$ cat config.mk
export PLATFORM = sky130hd
export DESIGN_NAME = cau_front
export DESIGN_NICKNAME = d
export VERILOG_FILES = /design/src/rtl/core/complex_arith_unit_defines.svh /design/src/rtl/core/cau_pkg.sv /design/src/rtl/core/cau_front.sv
export SDC_FILE = /design/constraint.sdc
export NUM_CORES = 1
export LEC_CHECK = 0
export BUFFER_PORTS_ARGS = -buffer_cell sky130_fd_sc_hd__buf_2
export CORE_MARGIN = 2
export CORE_UTILIZATION = 40
export DETAILED_ROUTE_END_ITERATION = 10
export GPL_ROUTABILITY_DRIVEN = 1
export PLACE_DENSITY_LB_ADDON = 0.05
export SYNTH_ARGS = -nofsm -noshare
export SYNTH_HDL_FRONTEND = slang
export SYNTH_SLANG_ARGS = --single-unit
export TNS_END_PERCENT = 30
$ cat constraint.sdc
create_clock -name clk -period 2.7 [get_ports clk]
set_input_delay 0.135 -clock clk [delete_from_list [all_inputs] [get_ports clk]]
set_output_delay 0.135 -clock clk [all_outputs]
set_load 0.02 [all_outputs]
$ cat src/rtl/core/complex_arith_unit_defines.svh
// Assertion macros shared by the complex arithmetic unit.
`ifndef COMPLEX_ARITH_UNIT_DEFINES_SVH
`define COMPLEX_ARITH_UNIT_DEFINES_SVH

// Same-cycle implication, disabled during reset.
`define CAU_ASSERT_IMP(lbl, ante, cons, msg) \
  lbl: assert property (@(posedge clk) disable iff (!rst_n) (ante) |-> (cons)) \
    else $error(msg);

// Next-cycle implication, also checked across reset.
`define CAU_ASSERT_NXT(lbl, ante, cons, msg) \
  lbl: assert property (@(posedge clk) (ante) |=> (cons)) else $error(msg);

`endif

$ cat src/rtl/core/cau_pkg.sv
// Types, constants and widths shared by the complex arithmetic unit.
`timescale 1ns / 1ps
package cau_pkg;
  localparam int DATA_WIDTH = 16;
  localparam int FRAC_BITS  = 8;
  localparam int PROD_W     = 2 * DATA_WIDTH;
  localparam int SUM_W      = PROD_W + 1;
  localparam int QBITS      = DATA_WIDTH + 1;
  localparam int PRE_SH     = DATA_WIDTH - FRAC_BITS;
  localparam int QDEPTH     = 2;
  localparam int PTR_W      = $clog2(QDEPTH);
  localparam int CNT_W      = $clog2(QDEPTH + 1);

  localparam logic [PROD_W-1:0] POS_LIM = (PROD_W'(1) << (DATA_WIDTH - 1)) - PROD_W'(1);
  localparam logic [PROD_W-1:0] NEG_LIM = PROD_W'(1) << (DATA_WIDTH - 1);
  localparam logic [PROD_W-1:0] HALF    = (PROD_W'(1) << FRAC_BITS) >> 1;
  localparam logic [DATA_WIDTH-1:0] SAT_POS = POS_LIM[DATA_WIDTH-1:0];
  localparam logic [DATA_WIDTH-1:0] SAT_NEG = NEG_LIM[DATA_WIDTH-1:0];

  typedef enum logic [1:0] {OP_ADD, OP_SUB, OP_MUL, OP_DIV} op_t;

  typedef logic signed [DATA_WIDTH-1:0] comp_t;

  typedef struct packed {
    op_t   op;
    logic  b_zero;
    comp_t a_re;
    comp_t a_im;
    comp_t b_re;
    comp_t b_im;
  } qent_t;

  typedef struct packed {
    logic              neg_re;
    logic              neg_im;
    logic              dovf_re;
    logic              dovf_im;
    logic              use_q;
    logic              dz;
    logic [PROD_W-1:0] mag_re;
    logic [PROD_W-1:0] mag_im;
    logic [PROD_W-1:0] d;
    logic [QBITS-1:0]  low_re;
    logic [QBITS-1:0]  low_im;
    logic [QBITS-1:0]  q_re;
    logic [QBITS-1:0]  q_im;
  } divst_t;
endpackage

$ cat src/rtl/core/cau_front.sv
// Front end: accepts items, classifies them and queues them for the back end.
`timescale 1ns / 1ps
module cau_front import cau_pkg::*; (
  input  logic       clk,
  input  logic       rst_n,
  input  logic       in_valid,
  output logic       in_ready,
  input  logic [1:0] in_req_type,
  input  comp_t      in_a_re,
  input  comp_t      in_a_im,
  input  comp_t      in_b_re,
  input  comp_t      in_b_im,
  output logic       q_valid,
  output qent_t      q_data,
  input  logic       q_pop
);
  qent_t             mem_r [QDEPTH];
  logic [PTR_W-1:0]  wr_ptr_r, wr_ptr_nxt;
  logic [PTR_W-1:0]  rd_ptr_r, rd_ptr_nxt;
  logic [CNT_W-1:0]  cnt_r, cnt_nxt;
  qent_t             ent;
  logic              push;

  assign in_ready = (cnt_r != CNT_W'(QDEPTH));
  assign push     = in_valid && in_ready;
  assign q_valid  = (cnt_r != '0);
  assign q_data   = mem_r[rd_ptr_r];

  always_comb begin
    ent.op     = op_t'(in_req_type);
    ent.b_zero = (in_b_re == '0) && (in_b_im == '0);
    ent.a_re   = in_a_re;
    ent.a_im   = in_a_im;
    ent.b_re   = in_b_re;
    ent.b_im   = in_b_im;
  end

  always_comb begin
    wr_ptr_nxt = push ? wr_ptr_r + PTR_W'(1) : wr_ptr_r;
    rd_ptr_nxt = q_pop ? rd_ptr_r + PTR_W'(1) : rd_ptr_r;
    cnt_nxt    = cnt_r + CNT_W'(push) - CNT_W'(q_pop);
  end

  always_ff @(posedge clk) begin
    if (!rst_n) begin
      wr_ptr_r <= '0;
      rd_ptr_r <= '0;
      cnt_r    <= '0;
    end else begin
      wr_ptr_r <= wr_ptr_nxt;
      rd_ptr_r <= rd_ptr_nxt;
      cnt_r    <= cnt_nxt;
    end
  end

  always_ff @(posedge clk) begin
    if (push) begin
      mem_r[wr_ptr_r] <= ent;
    end
  end
endmodule

* Word-level counts from Yosys, hierarchy flattened
Memory sizes are Yosys's and may differ from the RTL's. A register that Yosys moved wholly into a read port is not among the register bits. Cells that the tools add are included.
Word-level totals: output and inout bits 69, logic and storage cells 18, flip-flop bits (word level) 4, bits in writable memories 134, memories kept 1, bits of input ports 70
Operators by class: reduce and logical (&&, ||, !) cells 5, equality and inequality tests 1, mux-type cells 4, add/sub/neg operators 4
Memories:
- mem_r | words 2, bits a word 67, read ports 1, clocked after Yosys merged registers in 1, wr ports 1, RTL line cau_front.sv:17 | qent_t mem_r [QDEPTH];
Operators with widths (count):
- $logic_not A16 Y1 | 2
- $mux W1 | 4
- $add A1 B1 Y1 const B | 2
- $add A2 B1 Y2 | 1
- $logic_and A1 B1 Y1 | 2
- $ne A2 B2 Y1 const B | 1
- $reduce_bool A2 Y1 | 1
- $sub A2 B1 Y2 | 1

* Logic depth before layout (Yosys ltp)
Gate-level depths: netlist (run 1).
word-level depth 4, gate-level depth with buffers 7, depth with buffers taken out 7

* Worst setup path before layout (run 1)
OpenSTA, ideal clock, no wires.
path kind register -> register, start register cnt_r[0], end memory mem_r[1][0] (netlist bit), enable pin, arrival 2.329 ns, required time 2.267 ns, cell stages (with the launch flop) 3, setup slack -0.062 ns, setup time 0.433 ns, period minus slack after synthesis 2.762 ns, buffers on the path 0, cells stage by stage dfxtp_1 nand2b_1 and3_1
On the way: word-level cells in the longest chain between the ends 4
RTL lines:
- start: declaration | RTL line cau_front.sv:20 | logic [CNT_W-1:0] cnt_r, cnt_nxt;
- start signal: assignment | RTL line cau_front.sv:52 | cnt_r <= cnt_nxt;
- $ne A2 B2 Y1 | RTL line cau_front.sv:24 | assign in_ready = (cnt_r != CNT_W'(QDEPTH));
- via in_ready | RTL line cau_front.sv:7 | output logic in_ready,
- $logic_and A1 B1 Y1 | RTL line cau_front.sv:25 | assign push = in_valid && in_ready;
- $mux W1 | RTL line cau_front.sv:57 | if (push) begin
- $mux W1 (not written as such) | RTL line cau_front.sv:58 | mem_r[wr_ptr_r] <= ent;
- end: declaration | RTL line cau_front.sv:17
The timed path passes the listed nets, and every way through them passes these cells.

==> metrics.yaml, run 1 <==
synth_top_area_share_pct: 76.2
cts_tree: "built"
area_delta_synth_final_pct: 39.5
clock-sinks: 139
end_kind: "output port"
critPathKind: "register to output port"
clockRootBuffer: "clkbuf_16"
initial_core_util_pct: 41.3
rsz0062_at_grt: "no"
reg2reg_to: "mem_r[1][12]"
antenna_found_initial: 0
p_per_area_nw_per_um2: 746
cap_violations: 0
yosysTopAreaCell: "edfxtp_1"
tightest_slew_ns: 0.540
p_seq_share_pct: 48.0
crit_path_max_incr_delay_ns: 0.54
clockBufferDepth: 2
cp_cell_sequence: "buf_4, mux2_2, buf_2"
num_rows: 41
viasPerCell: 4.62
die_y_um: 119
gp_congestion: 0.666
finalMaxSlewViolations: 0
cts.reportedPaths.clkPinSlew_ns: 0.05
dpl.hpwl_um: 6310
dp.cells: 555
fin_tns_setup_ns: 0
fin_crit_sh_pct: 73.1
setup_viol: 0
combPwrFrac_pct: 15.9
worstPathRequired_ns: 2.57
antenna_left: 0
route.detailed.drc: 0
total_leakage_power_uw: 0.00284
async_reset_ff_share_pct: 0
wl_per_cell_um: 15.5
path_max_fanout: 21
synthFlopType: "edfxtp_1"
r2r_cells: 3
nets: 539
slowest_stage: "dfxtp_4"
finalWorstSetupSlack_ns: 0.726
die_w_um: 119
yosys_register_bits: 139
ys_seq_area_share_pct: 78.1
netSwitchingFraction_pct: 23.7
intPower_uw: 4200
period_minus_slack_ns: 1.97
htree_levels: 4
dr.pass1.iters: 5
synth_commonest_cells: "edfxtp_1, mux2_2, mux2_4, nor4_1, dfxtp_1"
syn_inst: 247
grt_pass1_vias: 3136
routed_wirelength_um: 10100
p_clk_share_pct: 36.1
core_area_um2: 12800
syn_avg_cell_area_um2: 21.4
finClkSkew_ns: 0.00785
start_kind: "register"
fill_cells: 1028
hold_path_class: "primary input to register"
ys_top_cells_by_area: "edfxtp_1, mux2_4, mux2_2, dfxtp_1, nor4_1"
whs_path_depth: 2
post_cts_buffers: 0
synthesis.nets: 318
outcome: "finished clean"
ys_warn_count: 0
max-slew-margin-rel_pct: 64.0
timing.rr.start: "cnt_r[0]"
hold_slack_ns: 0.0562
cts_inserted_buffers: 17
worst_ep_arrival_time_ns: 1.84
vdd_ir_drop_max_uv: 420
dr.first_iter.drc_count: 161
fmax_mhz: 507
grt_overflow: 0
synth_edf_count: 134
grtUsageTotal_pct: 15.0
clkLatencyLatePin_ns: 0.41
ys_types: 28
io_pins: 139
synth_most_common_cell: "edfxtp_1"
drive_gt1_share_pct: 49.5
dp_slack_ns: 0.986
syn_area_um2: 5280
io_buffers: 138
vias: 3020
grt_max_degree: 46
min_to: "cnt_r[0]"
hold_viol: 0
rrSetupSlack_ns: 1.00
num_antenna_cells: 0
layout.cells.non_filler: 653
hp-start: "rst_n"
switchingPower_uw: 1300
dieArea_um2: 14100
grt_pass1_wl_um: 15800
how the worst max path moves through the flow:
stage / startpoint / end / slack [ns] / cells past startpoint
2_1_floorplan: cnt_r[0] / mem_r[0][0] / 0.18 / 3
5_1_grt: register / q_data[22] / 0.64 / 3
3_3_place_gp: cnt_r[0] / mem_r[1][10] / 1.02 / 3
6_report: register / q_data[22] / 0.73 / 3
3_5_place_dp: cnt_r[0] / mem_r[1][11] / 0.99 / 3
4_1_cts: register / q_data[24] / 0.67 / 3
worst max-delay path, delay by kind of cell, from the launching register on:
| kind | cells | cell delay (ns) |
|---|---|---|
| muxes | 1 | 0.37 |
| buffers and inverters | 2 | 0.52 |
| DFF | 1 | 0.54 |
through the flow:
stage / power (uW) / cell area (um2) / util, %
3_3_place_gp: 3490 / 6200 / 48.5
5_1_grt: 5720 / 7370 / 57.7
2_1_floorplan: 3210 / 5280 / -
6_report: 5500 / 7370 / 57.7
4_1_cts: 5560 / 7370 / 57.7
3_5_place_dp: 3500 / 6200 / 48.5
power groups by stage:
stage / sequential (uW) / clock, uW / combinational, uW
2_1_floorplan: 2660 / 0 / 541
4_1_cts: 2640 / 2030 / 894
5_1_grt: 2660 / 2120 / 941
6_report: 2640 / 1980 / 876
3_5_place_dp: 2680 / 0 / 816
3_3_place_gp: 2680 / 0 / 811
repair_timing:
item | CTS | global route
endpoints found under the setup margin | 0 | 0
hold buffers | 66 | 0
endpoints found under the hold margin | 132 | 0
gates resized for setup | 0 | 0
routing by layer:
metal  GRT usage [%]  share of wire [%]
met3            4.93                5.9
met5               0                  0
met4            7.14                2.0
met1            17.5                 42
met2            24.8                 50
cell families after synthesis:
| logic type | after synthesis | synth area share [%] |
|---|---|---|
| adder cells (fa/ha/maj) | 1 | 0.237 |
| AO/OA/AOI/OAI | 5 | 0.853 |
| flip-flops | 139 | 78.1 |
| buffers and inverters | 9 | 1.21 |
| multiplexers | 68 | 16.6 |
| AND/OR/NAND/NOR | 23 | 2.65 |
| XOR/XNOR | 2 | 0.332 |
final cells by class:
cell class	count	area (um2)	share of cell area, %
sequential	139	4130	56.0
timing repair buffer	209	1410	19.2
multi-input combinational	99	1100	14.9
clock buffer	29	490	6.66
tap	172	215	2.92
clock inverter	3	15.0	0.204
inverter	2	7.51	0.102
sequential cells by signal (all words and copies together) (netlist names), named ones only:
register and count:
cnt_r 2, mem_r 134, rd_ptr_r 1, wr_ptr_r 1
cell usage in the layout (no fill, tap or decap), types with 2 or more instances in the layout:
cell type,n
mux2_2,37
buf_2,138
clkbuf_16,17
nand3b_1,2
and2_1,3
dlygate4sd3_1,66
buf_12,2
dfxtp_1,4
mux2_4,30
clkbuf_1,10
clkbuf_8,2
nor4_1,8
buf_4,3
nand2_1,2
clkinv_2,3
nand4_1,2
edfxtp_1,134
Note: power is estimated with default switching activity, not from simulation.
==> run 2, diff against run 1 <==
ABC_AREA = 1   (was unset)
clock period = 1.7 ns   (was 2.7 ns; I/O delays follow)
==> metrics.yaml, run 2 <==
largest_register_ffs: 134  # unchanged
top_register: "mem_r"
synth_most_common_cell: "edfxtp_1"
ys_types: 15  # -46%
p_seq_share_pct: 47.4  # -0.6 points
num_rows: 42  # +2.4%
ys_seq_area_share_pct: 78.0  # -0.13 points
outcome: "finished clean"
dpl_cell_area_um2: 6290  # +1.4%
cp_cell_sequence: "buf_12, mux2_2, buf_2"
fin_tns_setup_ns: 0  # unchanged
syn_avg_cell_area_um2: 19.5  # -8.7%
dr.first_iter.drc_count: 143  # -11%
async_reset_ff_share_pct: 0  # unchanged
synth_top_area_share_pct: 76.1  # -0.13 points
slowest_stage: "dfxtp_4"
num_antenna_cells: 0  # unchanged
antenna_left: 0  # unchanged
crit_path_max_incr_delay_ns: 0.41  # -0.13 ns
area_delta_synth_final_pct: 41.7
cts_inserted_buffers: 17  # unchanged
post_cts_buffers: 0  # unchanged
cts.reportedPaths.clkPinSlew_ns: 0.05  # about the same
yosys_register_bits: 139  # unchanged
mostFrequentLayoutCells: "buf_2, edfxtp_1, dlygate4sd3_1"
clockBufferDepth: 2  # unchanged
path_max_fanout: 24  # +14%
routed_wirelength_um: 10000  # -1.4%
drive_gt1_share_pct: 47.3  # -2.2 points
ys_top_cells_by_area: "edfxtp_1, mux2_4, mux2_2, dfxtp_1, nor2_1"
final_util_pct: 57.3  # -0.42 points
vias: 3064  # +1.5%
fin_crit_sh_pct: 96.9
final_cell_area_um2: 7490  # +1.7%
wl_per_cell_um: 14.7  # -5.5%
max-slew-margin-rel_pct: 80.4  # +16 points
dr.pass1.iters: 4  # -1
grt_pass1_vias: 3206  # +2.2%
clock-sinks: 139  # unchanged
worstPathRequired_ns: 1.62  # -0.95 ns
period_minus_slack_ns: 1.65
tightest_slew_ns: 0.294  # -0.246 ns
top_regs: "mem_r: 134 flops, cnt_r: 2 flops"
finClkSkew_ns: 0.00458  # -0.00327 ns
cts_tree: "built"
regArea_um2: 4130  # about the same
hold_path_class: "primary input to register"
netSwitchingFraction_pct: 23.4  # -0.21 points
die_w_um: 119  # about the same
grt_overflow: 0  # unchanged
synth_edf_count: 134  # unchanged
core_area_um2: 13100  # +2.4%
start_kind: "register"
intPower_uw: 6720  # +60%
dp_slack_ns: 0.300  # -0.686 ns
antenna_found_initial: 0  # unchanged
multiInputGateArea_um2: 1120  # +1.7%
syn_inst: 271  # +9.7%
clockRootBuffer: "clkbuf_16"
synth_commonest_cells: "edfxtp_1, mux2_2, mux2_4, nor2_1, nand2_1"
synthesis.nets: 342  # +7.5%
initial_core_util_pct: 40.4  # -0.92 points
finalMaxSlewViolations: 0  # unchanged
ys_warn_count: 0  # unchanged
hold_viol: 0  # unchanged
gp_congestion: 0.709  # +6.4%
grtUsageTotal_pct: 14.8  # -0.18 points
synthFlopType: "edfxtp_1"
viasPerCell: 4.50  # -2.7%
route.detailed.drc: 0  # unchanged
worst_ep_arrival_time_ns: 1.56  # -0.28 ns
fmax_mhz: 607
cap_violations: 0  # unchanged
finalWorstSetupSlack_ns: 0.0535  # -0.672 ns
htree_levels: 4  # unchanged
dieArea_um2: 14200  # +0.16%
grt_pass1_wl_um: 15700  # -0.44%
syn_area_um2: 5290  # +0.17%
switchingPower_uw: 2060  # +58%
critPathKind: "register to output port"
fill_cells: 1059  # +3.0%
grt_max_degree: 48  # +4.3%
nets: 566  # +5.0%
clkLatencyLatePin_ns: 0.41  # about the same
die_y_um: 119  # about the same
dpl.hpwl_um: 6180  # -2.0%
vdd_ir_drop_max_uv: 864  # +110%
io_pins: 139  # unchanged
io_buffers: 138  # unchanged
end_kind: "output port"
yosysTopAreaCell: "edfxtp_1"
setup_viol: 0  # unchanged
p_clk_share_pct: 36.0  # about the same
p_per_area_nw_per_um2: 1170  # +57%
total_leakage_power_uw: 0.00292  # +2.7%
rsz0062_at_grt: "yes"
combPwrFrac_pct: 16.5  # +0.6 points
final_common_cell: "buf_2"
run 2: cell types whose count changed after synthesis, moves of 2 or more:
| cell | previous run | this run |
|---|---|---|
| nand3b_1 | 2 | 0 |
| a21oi_1 | 0 | 2 |
| and2_1 | 3 | 0 |
| inv_1 | 2 | 7 |
| nand2_1 | 2 | 19 |
| nor4_1 | 8 | 0 |
| nor2_1 | 1 | 25 |
| nand4_1 | 2 | 0 |
run 2: worst paths after layout:
check | cells after the start | endpoint | slack (ns) | start
max | 3 | q_data[15] | 0.05 | register
max reg2reg | 10 | cnt_r[1] | 0.30 | cnt_r[1]
min | 3 | register | 0.02 | q_pop
min reg2reg | 2 | register | 0.51 | rd_ptr_r
run 2: area by class of cell:
type                       instances  area share, %
tap                              176           2.94
sequential                       139           55.1
multi-input combinational        118           14.9
clock buffer                      24           6.03
timing repair buffer             212           20.0
clock inverter                     5          0.635
inverter                           7          0.351
run 2: metal layers:
metal,part of all wire (%),vias to the layer above,global-route usage (%)
met3,5.2,16,4.98
met2,52,89,25.8
met4,1.9,0,6.70
met5,0,-,0
li1,-,1472,-
met1,41,1487,16.3
run 2: worst max-delay path, delay by kind of cell (launching register included):
family                 cells  cell delay [ns]
buffers and inverters      2             0.37
muxes                      1             0.37
DFF                        1             0.41
run 2: power groups by stage:
stage | sequential (uW) | clock (uW) | combinational, uW
finish | 4170 | 3160 | 1450
global route | 4190 | 3380 | 1570
CTS | 4160 | 3250 | 1470
detailed placement | 4230 | 0 | 1340
global placement | 4220 | 0 | 1340
floorplan | 4220 | 0 | 865
run 2: cell families after synthesis:
group	share of synthesized area (%)
mux	16.4
xor+xnor	0.331
compound gates	0.189
flops	78.0
simple gates	3.31
fa+ha+maj	0.237
buf+inv	1.56
run 2: stage by stage:
stage	instances	hold slack [ns]	power, uW
after detailed placement	584	0.276	5580
after CTS	680	0.000937	8890
after floorplan	271	0.178	5080
after global placement	584	0.273	5560
after global routing	681	0.0327	9130
final	681	0.0173	8780
run 2: timing repair:
item | in CTS | in global routing
gates cloned | 0 | 1
endpoints found under the setup margin | 21 | 42
hold buffers | 67 | 0
resized for setup | 2 | 0
endpoints found under the hold margin | 135 | 0
==> run 3, diff against run 2 <==
CELL_PAD_IN_SITES_DETAIL_PLACEMENT = 0   (was unset)
CELL_PAD_IN_SITES_GLOBAL_PLACEMENT = 1   (was unset)
CORE_UTILIZATION = 39   (was 40)
==> metrics.yaml, run 3 (synthesis gave the netlist of run 2 again) <==
slowest_stage: "dfxtp_4"
vias: 3061  # -0.098%
cts.reportedPaths.clkPinSlew_ns: 0.05  # about the same
dr.first_iter.drc_count: 188  # +31%
gp_congestion: 0.688  # -3.0%
nets: 568  # +0.35%
fin_tns_setup_ns: -0.00551  # -0.00551 ns
top_regs: "mem_r: 134 flops, cnt_r: 2 flops"
final_cell_area_um2: 7580  # +1.2%
worst_ep_arrival_time_ns: 1.62  # +0.06 ns
cts_inserted_buffers: 17  # unchanged
worstPathRequired_ns: 1.62  # about the same
num_rows: 42  # unchanged
path_max_fanout: 14  # -42%
routed_wirelength_um: 10200  # +1.9%
outcome: "finished with violations"
dr.pass1.iters: 4  # unchanged
hold_path_class: "primary input to register"
antenna_left: 0  # unchanged
dpl.hpwl_um: 6380  # +3.3%
violations: "negative setup slack"
largest_register_ffs: 134  # unchanged
antenna_found_initial: 0  # unchanged
finalWorstSetupSlack_ns: -0.00551  # -0.0590 ns
timing.rr.start: "cnt_r[1]"
end_kind: "output port"
mostFrequentLayoutCells: "buf_2, edfxtp_1, dlygate4sd3_1"
grt_max_degree: 39  # -19%
viasPerCell: 4.46  # -0.83%
top_register: "mem_r"
num_antenna_cells: 0  # unchanged
clkLatencyLatePin_ns: 0.41  # about the same
dieArea_um2: 14500  # +2.5%
io_buffers: 138  # unchanged
vdd_ir_drop_max_uv: 711  # -18%
finalMaxSlewViolations: 0  # unchanged
p_per_area_nw_per_um2: 1190  # +1.6%
grt_pass1_vias: 3215  # +0.28%
initial_core_util_pct: 39.9  # -0.48 points
dp_slack_ns: 0.354  # +0.0544 ns
max-slew-margin-rel_pct: 84.6  # +4.2 points
drive_gt1_share_pct: 48.0  # +0.71 points
grtUsageTotal_pct: 14.8  # +0.073 points
core_area_um2: 13200  # +1.2%
htree_levels: 4  # unchanged
cp_cell_sequence: "bufbuf_16, mux2_4, buf_2"
die_w_um: 120  # +1.2%
wl_per_cell_um: 14.9  # +1.2%
io_pins: 139  # unchanged
die_y_um: 120  # +1.2%
clockRootBuffer: "clkbuf_16"
rsz0062_at_grt: "yes"
finalPower_uw: 9030  # +2.8%
final_common_cell: "buf_2"
route.detailed.drc: 0  # unchanged
grt_pass1_wl_um: 15700  # about the same
r2r_cells: 10  # unchanged
cap_violations: 0  # unchanged
fmax_mhz: 586  # -3.5%
area_delta_synth_final_pct: 43.3
rrSetupSlack_ns: 0.35  # +0.05 ns
reg2reg_to: "cnt_r[1]"
setup_viol: 1  # +1
clockBufferDepth: 2  # unchanged
crit_path_max_incr_delay_ns: 0.41  # about the same
clock-sinks: 139  # unchanged
finClkSkew_ns: 0.00387  # -0.000709 ns
critPathCapture: "q_data[27]"
hold_slack_ns: 0.0255  # +0.00812 ns
grt_overflow: 0  # unchanged
cts_tree: "built"
critPathKind: "register to output port"
start_kind: "register"
period_minus_slack_ns: 1.71  # +0.0590 ns
total_leakage_power_uw: 0.00297  # +1.7%
dpl_cell_area_um2: 6300  # +0.20%
hold_viol: 0  # unchanged
fin_crit_sh_pct: 100  # +3.5 points
tightest_slew_ns: 0.231  # -0.0625 ns
==> run 3: cell count changes in the layout (fill, tap and decap cells not counted), moves of 2 or more <==
| cell | delta |
|---|---|
| mux2_2 | -3 |
| buf_12 | +2 |
| clkbuf_1 | -2 |
| clkinv_2 | +3 |
| mux2_4 | +3 |
==> run 3: what timing repair did <==
item,CTS,global route
hold buffers,68,0
setup endpoints to repair,58,35
gates resized for setup,2,2
setup buffers,1,0
hold endpoints to repair,137,0
gates cloned,1,0
==> run 3: critical path, delay by kind of cell (launching register included) <==
family	cells	cell delay [ns]
buffers and inverters	2	0.49
muxes	1	0.30
DFF	1	0.41
==> run 3: metrics by stage <==
| step | utilization [%] | cells |
|---|---|---|
| 2_1_floorplan | - | 271 |
| 6_report | 57.2 | 686 |
| 5_1_grt | 57.2 | 686 |
| 4_1_cts | 57.2 | 686 |
| 3_3_place_gp | 47.6 | 584 |
| 3_5_place_dp | 47.6 | 584 |
==> run 3: per-layer routing <==
metal / vias to the layer above / track usage [%] / routed length [um]
li1: 1485 / - / -
met1: 1455 / 18.1 / 4580
met2: 102 / 23.4 / 4750
met3: 19 / 4.91 / 609
met4: 0 / 7.99 / 253
met5: - / 0 / 0
==> run 3: cell type report <==
cell class                      instances  area, um2
Clock buffer                           22        444
Timing Repair Buffer                  214       1530
Tap cell                              176        220
Sequential cell                       139       4130
Fill cell                            1090       5660
Inverter                                7       26.3
Multi-Input combinational cell        118       1130
Clock inverter                         10        100
==> run 3: where the power goes <==
part	switching [uW]	internal [uW]
Sequential	75.3	4090
Combinational	793	683
Clock	1260	2130
==> run 3: how the worst min path moves through the flow <==
stage                from      endpoint  slack, ns  cells past startpoint
3_5_place_dp   in_a_im[1]  mem_r[0][33]       0.28                      1
2_1_floorplan       rst_n      cnt_r[0]       0.18                      2
3_3_place_gp   in_a_re[6]  mem_r[1][54]       0.27                      1
4_1_cts          in_valid      wr_ptr_r       0.02                      3
6_report         in_valid      wr_ptr_r       0.03                      3
5_1_grt          in_valid      wr_ptr_r       0.02                      3
